--- src/rtl/core/assert_macros.svh ---
// Assertion macros shared by the RTL of the random walk step block.
// Included by files that carry concurrent assertions; no other dependencies.
`ifndef ASSERT_MACROS_SVH
`define ASSERT_MACROS_SVH

// Property that holds at every clock edge outside reset.
`define DFRW_ASSERT(label, clk, rst, prop, msg) \
   label: assert property (@(posedge clk) disable iff (rst) (prop)) else $error(msg);

// Consequent checked in the cycle after the antecedent.
`define DFRW_ASSERT_NEXT(label, clk, rst, ante, cons, msg) \
   label: assert property (@(posedge clk) disable iff (rst) (ante) |=> (cons)) else $error(msg);

`endif

--- src/rtl/core/dfrw_pkg.sv ---
// Package for the delayed feedback random walk step block.
// Widths, reset values, register indexes, types and the scaled tanh table.
// No dependencies.
`timescale 1ns / 1ps

package dfrw_pkg;

   localparam int HISTORY_DEPTH_DEFAULT = 64;
   localparam int HALF_RANGE            = 50;
   localparam int TANH_ENTRIES          = 16;
   localparam int TANH_KNOWN            = 12;
   localparam int TANH_LIMIT = (TANH_ENTRIES < TANH_KNOWN) ? TANH_ENTRIES : TANH_KNOWN;
   localparam int TANH_IDX_W = $clog2(TANH_KNOWN);

   localparam int RND_W    = 32;
   localparam int WALK_W   = 7;
   localparam int OFFSET_W = 7;
   localparam int LAG_W    = 6;
   localparam int ARG_W    = 9;
   localparam int Q30_W    = 31;
   localparam int SCALED_W = 38;
   localparam int THR_W    = 39;
   localparam int MARGIN_W = 41;

   localparam int PROB_NUM   = 99;
   localparam int ROUND_BIAS = 50;

   localparam int CSR_IDX_W  = 2;
   localparam int CSR_DATA_W = 7;
   localparam logic [CSR_IDX_W-1:0] CSR_OFFSET_D = 2'd0;
   localparam logic [CSR_IDX_W-1:0] CSR_DELAY_A  = 2'd1;
   localparam logic [CSR_IDX_W-1:0] CSR_DELAY_B  = 2'd2;

   localparam int OFFSET_D_RESET = 20;
   localparam int DELAY_A_RESET  = 50;
   localparam int DELAY_B_RESET  = 0;
   localparam int PRESENT_RESET  = 1;

   typedef logic signed [WALK_W-1:0]   walk_type;
   typedef logic signed [ARG_W-1:0]    arg_type;
   typedef logic signed [SCALED_W-1:0] scaled_type;
   typedef logic signed [THR_W-1:0]    thr_type;

   localparam walk_type WALK_MAX = WALK_W'(HALF_RANGE);
   localparam walk_type WALK_MIN = WALK_W'(-HALF_RANGE);

   // tanh(k) in Q1.30 for k = 0 .. TANH_KNOWN-1
   localparam logic [Q30_W-1:0] TANH_ONE = 31'd1073741824;
   localparam logic [Q30_W-1:0] TANH_Q30 [TANH_KNOWN] = '{
      31'd0,          31'd817755498,  31'd1035116732, 31'd1068431906,
      31'd1073021665, 31'd1073644333, 31'd1073728629, 31'd1073740038,
      31'd1073741582, 31'd1073741791, 31'd1073741820, 31'd1073741823
   };

   typedef struct packed {
      logic fwd;
      logic written;
   } tap_sel_type;

   typedef struct packed {
      logic [OFFSET_W-1:0] offset_d;
      logic                zero_a;
      logic                zero_b;
   } step_cfg_type;

   // 99 * tanh(k) in Q.30, saturated outside the table
   function automatic scaled_type tanh_scaled(input arg_type k);
      logic [ARG_W-1:0]    mag;
      logic [SCALED_W-1:0] unit;
      mag = k[ARG_W-1] ? ARG_W'(-k) : ARG_W'(k);
      if (mag >= ARG_W'(TANH_LIMIT)) begin
         unit = SCALED_W'(TANH_ONE) * SCALED_W'(PROB_NUM);
      end else begin
         unit = SCALED_W'(TANH_Q30[mag[TANH_IDX_W-1:0]]) * SCALED_W'(PROB_NUM);
      end
      return k[ARG_W-1] ? -scaled_type'(unit) : scaled_type'(unit);
   endfunction

endpackage

--- src/rtl/core/dfrw_if.sv ---
// Channel interfaces of the random walk step block: input, result, register write.
// Depends on dfrw_pkg.
`timescale 1ns / 1ps

interface dfrw_req_if import dfrw_pkg::*; ();
   logic             valid;
   logic             ready;
   logic [RND_W-1:0] random_fraction;
   modport source (output valid, output random_fraction, input ready);
   modport sink (input valid, input random_fraction, output ready);
endinterface

interface dfrw_rsp_if import dfrw_pkg::*; ();
   logic     valid;
   logic     ready;
   walk_type walk_value;
   logic     stepped_up;
   modport source (output valid, output walk_value, output stepped_up, input ready);
   modport sink (input valid, input walk_value, input stepped_up, output ready);
endinterface

interface dfrw_csr_if import dfrw_pkg::*; ();
   logic                  valid;
   logic                  ready;
   logic [CSR_IDX_W-1:0]  index;
   logic [CSR_DATA_W-1:0] wdata;
   modport source (output valid, output index, output wdata, input ready);
   modport sink (input valid, input index, input wdata, output ready);
endinterface

--- src/rtl/core/dfrw_ring.sv ---
// History ring memory: one write port, two read ports, registered read data.
// Depends on dfrw_pkg.
`timescale 1ns / 1ps

module dfrw_ring import dfrw_pkg::*; #(
   parameter int HISTORY_DEPTH = HISTORY_DEPTH_DEFAULT,
   localparam int IdxW = $clog2(HISTORY_DEPTH)
) (
   input  logic            clock,
   input  logic            wr_en,
   input  logic [IdxW-1:0] wr_addr,
   input  walk_type        wr_data,
   input  logic            rd_en,
   input  logic [IdxW-1:0] rd_addr_a,
   input  logic [IdxW-1:0] rd_addr_b,
   output walk_type        rd_data_a,
   output walk_type        rd_data_b
);

   walk_type mem_ff [HISTORY_DEPTH];
   walk_type q_a_ff;
   walk_type q_b_ff;

   always_ff @(posedge clock) begin
      if (wr_en) begin
         mem_ff[wr_addr] <= wr_data;
      end
   end

   always_ff @(posedge clock) begin
      if (rd_en) begin
         q_a_ff <= mem_ff[rd_addr_a];
         q_b_ff <= mem_ff[rd_addr_b];
      end
   end

   assign rd_data_a = q_a_ff;
   assign rd_data_b = q_b_ff;

endmodule

--- src/rtl/core/dfrw_hist.sv ---
// History tap unit: ring pointer, fill count, lag address generation and
// write-to-read forwarding around the ring memory. Depends on dfrw_pkg, dfrw_ring.
`timescale 1ns / 1ps

module dfrw_hist import dfrw_pkg::*; #(
   parameter int HISTORY_DEPTH = HISTORY_DEPTH_DEFAULT,
   localparam int IdxW = $clog2(HISTORY_DEPTH)
) (
   input  logic            clock,
   input  logic            reset,
   input  logic            push,
   input  walk_type        push_value,
   input  logic            look,
   input  logic [IdxW-1:0] back_a,
   input  logic [IdxW-1:0] back_b,
   output walk_type        hist_a,
   output walk_type        hist_b
);

   localparam int CntW = $clog2(HISTORY_DEPTH + 1);
   localparam logic [IdxW:0]   Depth    = (IdxW + 1)'(HISTORY_DEPTH);
   localparam logic [IdxW-1:0] LastIdx  = IdxW'(HISTORY_DEPTH - 1);
   localparam logic [CntW-1:0] FillFull = CntW'(HISTORY_DEPTH);

   logic [IdxW-1:0] newest_ff, newest_in;
   logic [CntW-1:0] fill_ff, fill_in;
   tap_sel_type     sel_a_ff, sel_a_in;
   tap_sel_type     sel_b_ff, sel_b_in;
   walk_type        fwd_value_ff, fwd_value_in;

   logic [IdxW-1:0] wr_addr;
   logic [IdxW-1:0] rd_addr_a;
   logic [IdxW-1:0] rd_addr_b;
   walk_type        q_a;
   walk_type        q_b;

   function automatic logic [IdxW-1:0] tap_addr(input logic [IdxW-1:0] base,
                                                input logic [IdxW-1:0] back);
      logic [IdxW:0] wide;
      if ({1'b0, base} >= {1'b0, back}) begin
         wide = {1'b0, base} - {1'b0, back};
      end else begin
         wide = {1'b0, base} + Depth - {1'b0, back};
      end
      return wide[IdxW-1:0];
   endfunction

   function automatic tap_sel_type tap_sel(input logic            fwd_en,
                                           input logic [IdxW-1:0] addr,
                                           input logic [IdxW-1:0] waddr,
                                           input logic [CntW-1:0] fill);
      tap_sel_type sel;
      sel.fwd     = fwd_en && (addr == waddr);
      sel.written = (addr == '0) ? (fill == FillFull) : (fill >= CntW'(addr));
      return sel;
   endfunction

   always_comb begin
      wr_addr   = (newest_ff == LastIdx) ? '0 : newest_ff + 1'b1;
      newest_in = push ? wr_addr : newest_ff;
      fill_in   = (push && (fill_ff != FillFull)) ? fill_ff + 1'b1 : fill_ff;
      // addresses seen after the push that completes at this edge
      rd_addr_a = tap_addr(newest_in, back_a);
      rd_addr_b = tap_addr(newest_in, back_b);
      sel_a_in     = look ? tap_sel(push, rd_addr_a, wr_addr, fill_in) : sel_a_ff;
      sel_b_in     = look ? tap_sel(push, rd_addr_b, wr_addr, fill_in) : sel_b_ff;
      fwd_value_in = look ? push_value : fwd_value_ff;
   end

   always_ff @(posedge clock) begin
      if (reset) begin
         newest_ff <= '0;
         fill_ff   <= '0;
      end else begin
         newest_ff <= newest_in;
         fill_ff   <= fill_in;
      end
   end

   always_ff @(posedge clock) begin
      sel_a_ff     <= sel_a_in;
      sel_b_ff     <= sel_b_in;
      fwd_value_ff <= fwd_value_in;
   end

   dfrw_ring #(
      .HISTORY_DEPTH (HISTORY_DEPTH)
   ) u_ring (
      .clock     (clock),
      .wr_en     (push),
      .wr_addr   (wr_addr),
      .wr_data   (push_value),
      .rd_en     (look),
      .rd_addr_a (rd_addr_a),
      .rd_addr_b (rd_addr_b),
      .rd_data_a (q_a),
      .rd_data_b (q_b)
   );

   assign hist_a = sel_a_ff.fwd ? fwd_value_ff : (sel_a_ff.written ? q_a : '0);
   assign hist_b = sel_b_ff.fwd ? fwd_value_ff : (sel_b_ff.written ? q_b : '0);

endmodule

--- src/rtl/core/dfrw_step.sv ---
// Walk step logic: feedback tanh terms, probability compare and saturating step.
// Depends on dfrw_pkg.
`timescale 1ns / 1ps

module dfrw_step import dfrw_pkg::*; (
   input  step_cfg_type cfg,
   input  walk_type     present,
   input  walk_type     hist_a,
   input  walk_type     hist_b,
   input  thr_type      thresh,
   output logic         step_up,
   output walk_type     next_value
);

   walk_type                    xa;
   walk_type                    xb;
   arg_type                     d_arg;
   arg_type                     ka;
   arg_type                     kb;
   scaled_type                  ta;
   scaled_type                  tb;
   logic signed [MARGIN_W-1:0]  margin;

   always_comb begin
      xa     = cfg.zero_a ? present : hist_a;
      xb     = cfg.zero_b ? present : hist_b;
      d_arg  = ARG_W'($signed({1'b0, cfg.offset_d}));
      ka     = d_arg - ARG_W'(xa);
      kb     = ARG_W'(xb) + d_arg;
      ta     = tanh_scaled(ka);
      tb     = tanh_scaled(kb);
      // 99*(tA - tB) against the pre-scaled random threshold
      margin = MARGIN_W'(ta) - MARGIN_W'(tb) - MARGIN_W'(thresh);
      step_up = !margin[MARGIN_W-1] && (margin != '0);
      if (step_up) begin
         next_value = (present == WALK_MAX) ? present : present + WALK_W'(1);
      end else begin
         next_value = (present == WALK_MIN) ? present : present - WALK_W'(1);
      end
   end

endmodule

--- src/rtl/core/delayed_feedback_random_walk_step.sv ---
// Top level of the delayed feedback random walk step block.
// Depends on dfrw_pkg, dfrw_if, dfrw_hist, dfrw_step, assert_macros.svh.
//
//   channel  | role   | handshake     | payload
//   req_ch   | sink   | valid / ready | random_fraction [31:0]
//   rsp_ch   | source | valid / ready | walk_value [6:0] signed, stepped_up
//   csr_ch   | sink   | valid / ready | index [1:0], wdata [6:0]
//
// One item per cycle sustained while the output is taken; a result passes the step stage,
// then the output register. The step stage closes the present-value loop combinationally:
// lag select, tanh table, threshold compare and saturating update. Ring reads issue at transfer.
// Synchronous reset; the ring reads as zero until written (fill count, no clear pass).
// The step stage stalls only while the output register is full and not taken.
`timescale 1ns / 1ps
`include "assert_macros.svh"

module delayed_feedback_random_walk_step import dfrw_pkg::*; #(
   parameter int HISTORY_DEPTH = HISTORY_DEPTH_DEFAULT
) (
   input logic         clock,
   input logic         reset,
   dfrw_req_if.sink    req_ch,
   dfrw_rsp_if.source  rsp_ch,
   dfrw_csr_if.sink    csr_ch
);

   localparam int IdxW = $clog2(HISTORY_DEPTH);
   localparam logic [IdxW-1:0] BackAReset =
      IdxW'((DELAY_A_RESET + HISTORY_DEPTH - 1) % HISTORY_DEPTH);
   localparam logic [IdxW-1:0] BackBReset =
      IdxW'((DELAY_B_RESET + HISTORY_DEPTH - 1) % HISTORY_DEPTH);

   logic                s1_valid_ff, s1_valid_in;
   thr_type             thr_ff, thr_in;
   logic                rsp_valid_ff, rsp_valid_in;
   walk_type            walk_ff, walk_in;
   logic                up_ff, up_in;
   walk_type            present_ff, present_in;
   logic [OFFSET_W-1:0] offset_ff, offset_in;
   logic                zero_a_ff, zero_a_in;
   logic                zero_b_ff, zero_b_in;
   logic [IdxW-1:0]     back_a_ff, back_a_in;
   logic [IdxW-1:0]     back_b_ff, back_b_in;

   logic                accept;
   logic                s1_go;
   logic                csr_write;
   logic [LAG_W-1:0]    lag_w;
   logic [IdxW-1:0]     back_w;
   logic signed [RND_W-1:0] centred;
   thr_type             cx;
   thr_type             thr_w;
   walk_type            hist_a;
   walk_type            hist_b;
   step_cfg_type        step_cfg;
   logic                step_up;
   walk_type            next_value;

   assign s1_go        = s1_valid_ff && (!rsp_valid_ff || rsp_ch.ready);
   assign req_ch.ready = !s1_valid_ff || s1_go;
   assign accept       = req_ch.valid && req_ch.ready;
   assign csr_ch.ready = 1'b1;
   assign csr_write    = csr_ch.valid && csr_ch.ready;

   // (lag - 1) mod depth
   assign lag_w = csr_ch.wdata[LAG_W-1:0];
   always_comb begin
      back_w = '0;
      for (int i = 0; i < 2 ** LAG_W; i++) begin
         if (lag_w == LAG_W'(i)) begin
            back_w = IdxW'((i + HISTORY_DEPTH - 1) % HISTORY_DEPTH);
         end
      end
   end

   always_comb begin
      offset_in = offset_ff;
      zero_a_in = zero_a_ff;
      back_a_in = back_a_ff;
      zero_b_in = zero_b_ff;
      back_b_in = back_b_ff;
      if (csr_write) begin
         case (csr_ch.index)
            CSR_OFFSET_D: begin
               offset_in = csr_ch.wdata[OFFSET_W-1:0];
            end
            CSR_DELAY_A: begin
               zero_a_in = (lag_w == '0);
               back_a_in = back_w;
            end
            CSR_DELAY_B: begin
               zero_b_in = (lag_w == '0);
               back_b_in = back_w;
            end
            default: begin
            end
         endcase
      end
   end

   // threshold 100*(rnd - 2^31) + 50, less one when non-negative
   always_comb begin
      centred = $signed({~req_ch.random_fraction[RND_W-1],
                         req_ch.random_fraction[RND_W-2:0]});
      cx      = THR_W'(centred);
      thr_w   = (cx <<< 6) + (cx <<< 5) + (cx <<< 2) + THR_W'(ROUND_BIAS)
                - THR_W'(!centred[RND_W-1]);
   end

   always_comb begin
      s1_valid_in  = accept ? 1'b1 : (s1_go ? 1'b0 : s1_valid_ff);
      thr_in       = accept ? thr_w : thr_ff;
      present_in   = s1_go ? next_value : present_ff;
      walk_in      = s1_go ? next_value : walk_ff;
      up_in        = s1_go ? step_up : up_ff;
      rsp_valid_in = s1_go ? 1'b1 : (rsp_ch.ready ? 1'b0 : rsp_valid_ff);
   end

   always_ff @(posedge clock) begin
      if (reset) begin
         s1_valid_ff  <= 1'b0;
         rsp_valid_ff <= 1'b0;
         present_ff   <= WALK_W'(PRESENT_RESET);
         offset_ff    <= OFFSET_W'(OFFSET_D_RESET);
         zero_a_ff    <= (DELAY_A_RESET == 0);
         back_a_ff    <= BackAReset;
         zero_b_ff    <= (DELAY_B_RESET == 0);
         back_b_ff    <= BackBReset;
      end else begin
         s1_valid_ff  <= s1_valid_in;
         rsp_valid_ff <= rsp_valid_in;
         present_ff   <= present_in;
         offset_ff    <= offset_in;
         zero_a_ff    <= zero_a_in;
         back_a_ff    <= back_a_in;
         zero_b_ff    <= zero_b_in;
         back_b_ff    <= back_b_in;
      end
   end

   always_ff @(posedge clock) begin
      thr_ff  <= thr_in;
      walk_ff <= walk_in;
      up_ff   <= up_in;
   end

   dfrw_hist #(
      .HISTORY_DEPTH (HISTORY_DEPTH)
   ) u_hist (
      .clock      (clock),
      .reset      (reset),
      .push       (s1_go),
      .push_value (present_ff),
      .look       (accept),
      .back_a     (back_a_ff),
      .back_b     (back_b_ff),
      .hist_a     (hist_a),
      .hist_b     (hist_b)
   );

   assign step_cfg.offset_d = offset_ff;
   assign step_cfg.zero_a   = zero_a_ff;
   assign step_cfg.zero_b   = zero_b_ff;

   dfrw_step u_step (
      .cfg        (step_cfg),
      .present    (present_ff),
      .hist_a     (hist_a),
      .hist_b     (hist_b),
      .thresh     (thr_ff),
      .step_up    (step_up),
      .next_value (next_value)
   );

   assign rsp_ch.valid      = rsp_valid_ff;
   assign rsp_ch.walk_value = walk_ff;
   assign rsp_ch.stepped_up = up_ff;

   `DFRW_ASSERT(a_present_range, clock, reset, (present_ff <= WALK_MAX) && (present_ff >= WALK_MIN), "walk value out of range")
   `DFRW_ASSERT_NEXT(a_rsp_load, clock, reset, s1_go, rsp_valid_ff && (walk_ff == present_ff), "result differs from present value")
   `DFRW_ASSERT_NEXT(a_step_up_dir, clock, reset, s1_go && step_up, present_ff >= $past(present_ff), "up step lowered the walk")
   `DFRW_ASSERT_NEXT(a_step_dn_dir, clock, reset, s1_go && !step_up, present_ff <= $past(present_ff), "down step raised the walk")

endmodule

--- src/flat_wrapper.sv ---
// flat-port wrapper written by rule: the top's interface ports become plain ports
module delayed_feedback_random_walk_step_flat import dfrw_pkg::*;
#(
   parameter int HISTORY_DEPTH = HISTORY_DEPTH_DEFAULT
)
  (clock, reset, req_ch_valid, req_ch_random_fraction, req_ch_ready, rsp_ch_valid, rsp_ch_walk_value, rsp_ch_stepped_up, rsp_ch_ready, csr_ch_valid, csr_ch_index, csr_ch_wdata, csr_ch_ready);
  dfrw_req_if req_ch_i ();
  dfrw_rsp_if rsp_ch_i ();
  dfrw_csr_if csr_ch_i ();
  input logic clock;
  input logic reset;
  input wire logic [$bits(req_ch_i.valid)-1:0] req_ch_valid;
  input wire logic [$bits(req_ch_i.random_fraction)-1:0] req_ch_random_fraction;
  output wire logic [$bits(req_ch_i.ready)-1:0] req_ch_ready;
  output wire logic [$bits(rsp_ch_i.valid)-1:0] rsp_ch_valid;
  output wire logic [$bits(rsp_ch_i.walk_value)-1:0] rsp_ch_walk_value;
  output wire logic [$bits(rsp_ch_i.stepped_up)-1:0] rsp_ch_stepped_up;
  input wire logic [$bits(rsp_ch_i.ready)-1:0] rsp_ch_ready;
  input wire logic [$bits(csr_ch_i.valid)-1:0] csr_ch_valid;
  input wire logic [$bits(csr_ch_i.index)-1:0] csr_ch_index;
  input wire logic [$bits(csr_ch_i.wdata)-1:0] csr_ch_wdata;
  output wire logic [$bits(csr_ch_i.ready)-1:0] csr_ch_ready;
  assign req_ch_i.valid = req_ch_valid;
  assign req_ch_i.random_fraction = req_ch_random_fraction;
  assign req_ch_ready = req_ch_i.ready;
  assign rsp_ch_valid = rsp_ch_i.valid;
  assign rsp_ch_walk_value = rsp_ch_i.walk_value;
  assign rsp_ch_stepped_up = rsp_ch_i.stepped_up;
  assign rsp_ch_i.ready = rsp_ch_ready;
  assign csr_ch_i.valid = csr_ch_valid;
  assign csr_ch_i.index = csr_ch_index;
  assign csr_ch_i.wdata = csr_ch_wdata;
  assign csr_ch_ready = csr_ch_i.ready;
  delayed_feedback_random_walk_step #(.HISTORY_DEPTH(HISTORY_DEPTH)) u_core (.clock(clock), .reset(reset), .req_ch(req_ch_i), .rsp_ch(rsp_ch_i), .csr_ch(csr_ch_i));
endmodule
--- config.mk ---
export PLATFORM = sky130hd
export DESIGN_NAME = delayed_feedback_random_walk_step_flat
export DESIGN_NICKNAME = d
export VERILOG_FILES = /design/src/rtl/core/dfrw_pkg.sv /design/src/rtl/core/dfrw_if.sv /design/src/rtl/core/dfrw_ring.sv /design/src/rtl/core/dfrw_hist.sv /design/src/rtl/core/dfrw_step.sv /design/src/rtl/core/delayed_feedback_random_walk_step.sv /design/src/flat_wrapper.sv
export VERILOG_INCLUDE_DIRS = /design/src /design/src/rtl/core
export SDC_FILE = /design/constraint.sdc
export NUM_CORES = 1
export LEC_CHECK = 0
export CORE_MARGIN = 5
export CORE_UTILIZATION = 45
export DETAILED_ROUTE_END_ITERATION = 12
export DONT_BUFFER_PORTS = 1
export SYNTH_ARGS = -nofsm -noshare
export SYNTH_HDL_FRONTEND = slang
export SYNTH_SLANG_ARGS = --single-unit
--- constraint.sdc ---
create_clock -name clock -period 16.3 [get_ports clock]
set_input_delay 2.445 -clock clock [delete_from_list [all_inputs] [get_ports clock]]
set_output_delay 2.445 -clock clock [all_outputs]
set_load 0.02 [all_outputs]
==> metrics.csv, run 1 <==
stage;metric;value;unit
setup_path;CP most frequent cell;ha_1;
grt;initial antenna violation count;1;
floorplanning;die height;321;um
place;DP Wirelength;86000;um
grt;vias in the first global route;28600;
clock_network;clk buf depth;3;
sta;Worst slew margin;29.6;%
drt;Starting DRT DRC Count;2513;
setup_path;slowest cell delay on critical path;0.52;ns
yosys;Seq cells post-synth;563;
setup_path;crit-path max FO;31;
run_status;outcome;complete, no violations;
yosys;EDFF count, synth;520;
sta;period utilization;92.4;%
floorplanning;die width;321;um
drt;total wire length;115000;um
yosys;post-synthesis cell type count;106;
sta;setup TNS;0;ns
drt;DRT Pass-1 Iters;6;
setup_path;Crit Path Class;reg -> reg;
clock_network;CTS tree;yes;
final_layout;# fillers;8540;
grt;total track usage;22.1;%
clock_network;Clk Latency, worst-skew pair;0.65;ns
final_layout;Nets;4187;
yosys;synth top area cells;edfxtp_1, mux4_2, ha_1;
final_layout;commonest non-fill, non-tap cell in the layout;edfxtp_1;
job;total of max-cap violations;0;
final_layout;area of the multi-input gates;25000;um^2
yosys;Synth top area share;35.9;%
setup_path;CP endpoint kind;flop;
yosys;post-synthesis sequential area ratio;37.9;%
final_layout;commonest non-fill, non-tap cells in the layout;edfxtp_1, inv_1, ha_1;
yosys;Cells after Synth;3684;
yosys;Post-Syn Area;43400;um^2
place;GP Congestion;0.942;
final_layout;FF+latch area;16500;um^2
floorplanning;full die area;103000;um^2
grt;grt total ovfl;0;
sta;RSZ-0062 raised after global routing;no;
floorplanning;cell row count;114;
sta;Slew Viols, Final;0;
grt;pin count of the biggest net entering global routing;76;
yosys;Top FF cell, synth;edfxtp_1;
sta;Worst Skew;0.0245;ns
drt;post-route ant nets;0;
yosys;asr flop ratio synth;0;%
floorplanning;# IOs;57;
floorplanning;area of the core;96300;um^2
yosys;Yosys warning count;0;
drt;routed len/inst;23.2;um
final_layout;final core utilization;48.8;%
yosys;syn_nets;4234;
sta;Max Fclk;0.0664;GHz
grt;first-pass GRT wire length;177000;um
drt;via count;29400;
final_layout;Synth-to-Final Area Change;8.14;%
setup_path;Startpoint Class;flop;
hold_path;Min-Delay Path Class;reg -> reg;
clock_network;CTS buffer count;60;
drt;# DRC;0;
clock_network;hold_buf cts;0;
sta;Final setup viols;0;
clock_network;clock-pin slew on the worst setup and hold paths;0.06;ns
setup_path;crit path DAT;15.58;ns
floorplanning;Initial Util;45.1;%
place;Port Buffer Count;0;
yosys;largest area contributor in the netlist;edfxtp_1;
clock_network;# clock sinks;563;
drt;vias per cell;5.91;
sta;min Tclk post-route;15.05;ns
clock_network;CTS Root Buffer Type;clkbuf_16;
sta;final hold vios;0;
clock_network;H-tree levels;2;
setup_path;critical path required time;16.83;ns
final_layout;share of layout cells above drive strength 1;13.5;%
sta;worst-margin pin slew;1.06;ns
yosys;Avg Cell Area, Syn;11.8;um^2
setup_path;Critical-path top delay cell;fa_1;
==> critical path: cells and delay by family (launching register included) <==
| family | cells | cell delay [ns] |
|---|---|---|
| compound gates | 25 | 5.32 |
| fa+ha+maj | 10 | 3.95 |
| simple gates | 18 | 3.53 |
| buf+inv | 6 | 0.86 |
| flops | 1 | 0.49 |
| xor+xnor | 2 | 0.46 |
| mux | 1 | 0.26 |
==> worst paths after layout <==
| kind | cells past startpoint | start | endpoint | slack [ns] |
|---|---|---|---|---|
| min | 1 | u_core.back_a_ff[4] | u_core.back_a_ff[4] | 0.47 |
| min reg2reg | 1 | u_core.back_a_ff[4] | u_core.back_a_ff[4] | 0.47 |
| max reg2reg | 62 | u_core.u_hist.sel_b_ff[1] | u_core.present_ff[0] | 1.25 |
| max | 62 | u_core.u_hist.sel_b_ff[1] | u_core.present_ff[0] | 1.25 |
==> registers in the layout, summed over array words and instances (netlist names), 2 cells and up <==
| signal | flops |
|---|---|
| u_core.back_a_ff | 6 |
| u_core.back_b_ff | 6 |
| u_core.offset_ff | 7 |
| u_core.present_ff | 7 |
| u_core.rsp_ch.walk_value | 7 |
| u_core.thr_ff | 39 |
| u_core.u_hist.fill_ff | 7 |
| u_core.u_hist.fwd_value_ff | 7 |
| u_core.u_hist.newest_ff | 6 |
| u_core.u_hist.sel_a_ff | 2 |
| u_core.u_hist.sel_b_ff | 2 |
| u_core.u_hist.u_ring.mem_ff | 448 |
| u_core.u_hist.u_ring.rd_data_a | 7 |
| u_core.u_hist.u_ring.rd_data_b | 7 |
==> logic make-up after synthesis <==
kind of cell,after synthesis,share of synthesized area (%)
AO/OA/AOI/OAI,688,10.5
flip-flops,563,37.9
XOR/XNOR,215,4.40
other,1,0.00863
adder cells (fa/ha/maj),504,17.3
AND/OR/NAND/NOR,829,9.13
multiplexers,318,15.8
buffers and inverters,566,4.92
==> final cells by class <==
type                            count  share of cell area, %
Antenna cell                        1                0.00533
Inverter                          419                   3.35
Clock inverter                     45                   1.14
Tap cell                         1276                   3.40
Sequential cell                   563                   35.1
Clock buffer                       67                   3.25
Multi-Input combinational cell   2555                   53.1
Timing Repair Buffer               38                  0.634
==> through the flow <==
step / hold slack, ns / instances / cell area, um^2 / setup WS, ns
finish: 0.467 / 4964 / 47000 / 1.25
global route: 0.487 / 4963 / 47000 / 0.0633
CTS: 0.470 / 4959 / 46900 / 1.11
detailed placement: 0.454 / 4847 / 44900 / 1.06
global placement: 0.444 / 4847 / 44900 / 1.41
floorplan: 0.435 / 3684 / 43400 / 2.63
==> layer usage <==
layer	vias to the layer above	share of wire, %	track usage, %
met5	-	0.010	0
met4	2	3.7	7.02
met3	159	5.3	2.56
met2	844	49	37.3
met1	14800	42	30.1
li1	13600	-	-
==> what timing repair did <==
action | in CTS | in global routing
setup endpoints to repair | 0 | 13
buffers inserted | 0 | 4
resized for setup | 0 | 2
==> cell usage after synthesis (11+ instances only) <==
| cell | number |
|---|---|
| nand3_1 | 58 |
| a211oi_1 | 17 |
| fa_1 | 160 |
| nand2b_1 | 31 |
| a22oi_1 | 21 |
| nand3b_1 | 15 |
| o21ai_0 | 131 |
| and2_1 | 22 |
| a21oi_1 | 190 |
| buf_1 | 28 |
| o21a_1 | 35 |
| inv_1 | 415 |
| a211o_1 | 16 |
| dfxtp_1 | 43 |
| ha_1 | 344 |
| o211ai_1 | 12 |
| mux4_2 | 294 |
| a31oi_1 | 37 |
| xor2_1 | 60 |
| mux2i_1 | 21 |
| a21o_1 | 54 |
| nor4_1 | 15 |
| o21ai_1 | 13 |
| and3_1 | 25 |
| nand4_1 | 29 |
| o21bai_1 | 22 |
| nand2_1 | 190 |
| o31ai_1 | 16 |
| xnor2_1 | 153 |
| or3_1 | 22 |
| nor2_1 | 295 |
| or2_2 | 11 |
| edfxtp_1 | 520 |
| nor2b_1 | 31 |
| clkbuf_1 | 112 |
| nor3_1 | 48 |
Power of run 1 is not shown: default switching activity piles up to over one toggle a cycle in this logic, so the estimate is an artifact.
==> run 2, diff against run 1 <==
--- a/config.mk
+++ b/config.mk
@@ -10,6 +10,8 @@
 export CORE_UTILIZATION = 45
 export DETAILED_ROUTE_END_ITERATION = 12
 export DONT_BUFFER_PORTS = 1
+export RECOVER_POWER = 25
+export SLEW_MARGIN = 20
 export SYNTH_ARGS = -nofsm -noshare
 export SYNTH_HDL_FRONTEND = slang
 export SYNTH_SLANG_ARGS = --single-unit
==> run 2 against run 1 <==
  * The flow now finishes with violations (max-capacitance violations, max-slew violations)
  * Count of clock-buffer cells in the layout is the same
  * Flip-flop and latch count is the same
  * Maximum frequency is essentially flat
  * Largest cell class unchanged
  * Via count grew 0.15%
  * Core utilization is essentially flat
==> metrics.csv, run 2 (synthesis gave the netlist of run 1 again) <==
stage;metric;value;unit;change
run_status;outcome;complete, but fails checks;;was complete, no violations
run_status;failing checks;max-capacitance violations, max-slew violations;;
drt;Starting DRT DRC Count;2517;;was 2513
floorplanning;Initial Util;45.1;%;unchanged
drt;total wire length;115000;um;about the same
floorplanning;cell row count;114;;unchanged
sta;Worst Skew;0.0245;ns;about the same
grt;vias in the first global route;28600;;unchanged
floorplanning;area of the core;96300;um^2;unchanged
final_layout;Nets;4187;;unchanged
final_layout;max FFs per register;448;;unchanged
grt;grt total ovfl;0;;unchanged
setup_path;R2R cell count;62;;unchanged
sta;final hold vios;0;;unchanged
setup_path;CP endpoint kind;flop;;unchanged
sta;period utilization;92.4;%;about the same
sta;worst-margin pin slew;3.58;ns;was 1.06 ns
job;total of max-cap violations;3;;was 0
final_layout;largest registers;u_core.u_hist.u_ring.mem_ff x448, u_core.thr_ff x39;;unchanged
setup_path;Startpoint Class;flop;;unchanged
sta;Max Fclk;0.0664;GHz;about the same
setup_path;Crit Path Class;reg -> reg;;unchanged
final_layout;Synth-to-Final Area Change;8.10;%;was 8.14%
setup_path;crit-path max FO;31;;unchanged
clock_network;clock-pin slew on the worst setup and hold paths;0.06;ns;about the same
final_layout;Top reg by flops;u_core.u_hist.u_ring.mem_ff;;unchanged
clock_network;CTS Root Buffer Type;clkbuf_16;;unchanged
sta;setup TNS;0;ns;unchanged
final_layout;final cell count without fillers;4964;;unchanged
place;DP Wirelength;86000;um;unchanged
drt;routed len/inst;23.2;um;about the same
grt;initial antenna violation count;1;;unchanged
clock_network;CTS tree;yes;;unchanged
setup_path;CP endpoint;u_core.present_ff[0];;unchanged
place;cell count after placement;4847;;unchanged
setup_path;Crit. Startpoint;u_core.u_hist.sel_b_ff[1];;unchanged
grt;first-pass GRT wire length;177000;um;unchanged
setup_path;critical path required time;16.83;ns;about the same
setup_path;worst r2r src;u_core.u_hist.sel_b_ff[1];;unchanged
drt;vias per cell;5.92;;was 5.91
place;GP Congestion;0.942;;unchanged
sta;Slew Viols, Final;182;;was 0
setup_path;crit path DAT;15.59;ns;was 15.58 ns
floorplanning;die height;321;um;unchanged
floorplanning;# IOs;57;;unchanged
clock_network;H-tree levels;2;;unchanged
sta;Worst slew margin;-138;%;was 29.6%
setup_path;slowest cell delay on critical path;0.52;ns;about the same
clock_network;# clock sinks;563;;unchanged
drt;via count;29400;;about the same
sta;min Tclk post-route;15.06;ns;was 15.05 ns
setup_path;R2R setup slack;1.24;ns;was 1.25 ns
drt;DRT Pass-1 Iters;5;;was 6
final_layout;share of layout cells above drive strength 1;13.3;%;was 13.5%
sta;RSZ-0062 raised after global routing;no;;unchanged
clock_network;clk buf depth;3;;unchanged
sta;Final setup viols;0;;unchanged
setup_path;Reg-to-Reg End;u_core.present_ff[0];;unchanged
setup_path;Critical-path top delay cell;fa_1;;unchanged
grt;total track usage;22.1;%;unchanged
place;Port Buffer Count;0;;unchanged
drt;# DRC;0;;unchanged
clock_network;CTS buffer count;60;;unchanged
hold_path;Min-Delay Path Class;reg -> reg;;unchanged
grt;pin count of the biggest net entering global routing;76;;unchanged
clock_network;Clk Latency, worst-skew pair;0.65;ns;about the same
floorplanning;die width;321;um;unchanged
final_layout;commonest non-fill, non-tap cells in the layout;edfxtp_1, inv_1, ha_1;;unchanged
setup_path;CP most frequent cell;ha_1;;unchanged
final_layout;commonest non-fill, non-tap cell in the layout;edfxtp_1;;unchanged
drt;post-route ant nets;0;;unchanged
clock_network;hold_buf cts;0;;unchanged
final_layout;final core utilization;48.8;%;about the same
floorplanning;full die area;103000;um^2;unchanged
==> run 2: final cells by class <==
cell class / instances / area [um^2]
timing repair buffer: 38 / 290
fill: 8545 / 49300
clock inverter: 45 / 537
antenna: 1 / 2.50
tap: 1276 / 1600
sequential: 563 / 16500
multi-input combinational: 2555 / 25000
inverter: 419 / 1570
clock buffer: 67 / 1530
==> run 2: metrics by stage <==
step | area [um^2] | setup WS, ns | hold WS [ns]
3_3_place_gp | 44900 | 1.41 | 0.444
2_1_floorplan | 43400 | 2.63 | 0.435
4_1_cts | 46900 | 1.11 | 0.470
3_5_place_dp | 44900 | 1.06 | 0.454
6_report | 47000 | 1.24 | 0.467
5_1_grt | 47000 | 0.0604 | 0.487
==> run 2: repair_timing <==
| item | CTS | global route |
|---|---|---|
| gates resized for setup | 0 | 2 |
| endpoints found under the setup margin | 0 | 13 |
| setup buffers | 0 | 4 |
==> run 2: metal layers <==
metal / GRT usage [%] / vias to the layer above / part of all wire [%]
li1: - / 13600 / -
met1: 30.1 / 14800 / 42
met2: 37.3 / 840 / 49
met3: 2.56 / 159 / 5.3
met4: 7.02 / 2 / 3.6
met5: 0 / - / 0.010
==> run 2: worst max-delay path: cells and delay by family (launching register included) <==
kind | cells | cell delay, ns
adder cells (fa/ha/maj) | 10 | 3.95
XOR/XNOR | 2 | 0.46
multiplexers | 1 | 0.26
flip-flops | 1 | 0.49
AND/OR/NAND/NOR | 18 | 3.52
AO/OA/AOI/OAI | 25 | 5.32
buffers and inverters | 6 | 0.87
==> run 2: how the worst min path moves through the flow <==
stage                   startpoint                   to  slack, ns  cells after the start
6_report       u_core.back_a_ff[4]  u_core.back_a_ff[4]       0.47                      1
3_5_place_dp   u_core.back_a_ff[4]  u_core.back_a_ff[4]       0.45                      1
3_3_place_gp   u_core.back_a_ff[4]  u_core.back_a_ff[4]       0.44                      1
5_1_grt        u_core.back_a_ff[4]  u_core.back_a_ff[4]       0.49                      1
2_1_floorplan  u_core.back_a_ff[4]  u_core.back_a_ff[4]       0.44                      1
4_1_cts        u_core.back_a_ff[4]  u_core.back_a_ff[4]       0.47                      1
Power of run 2 is left out for the same reason.
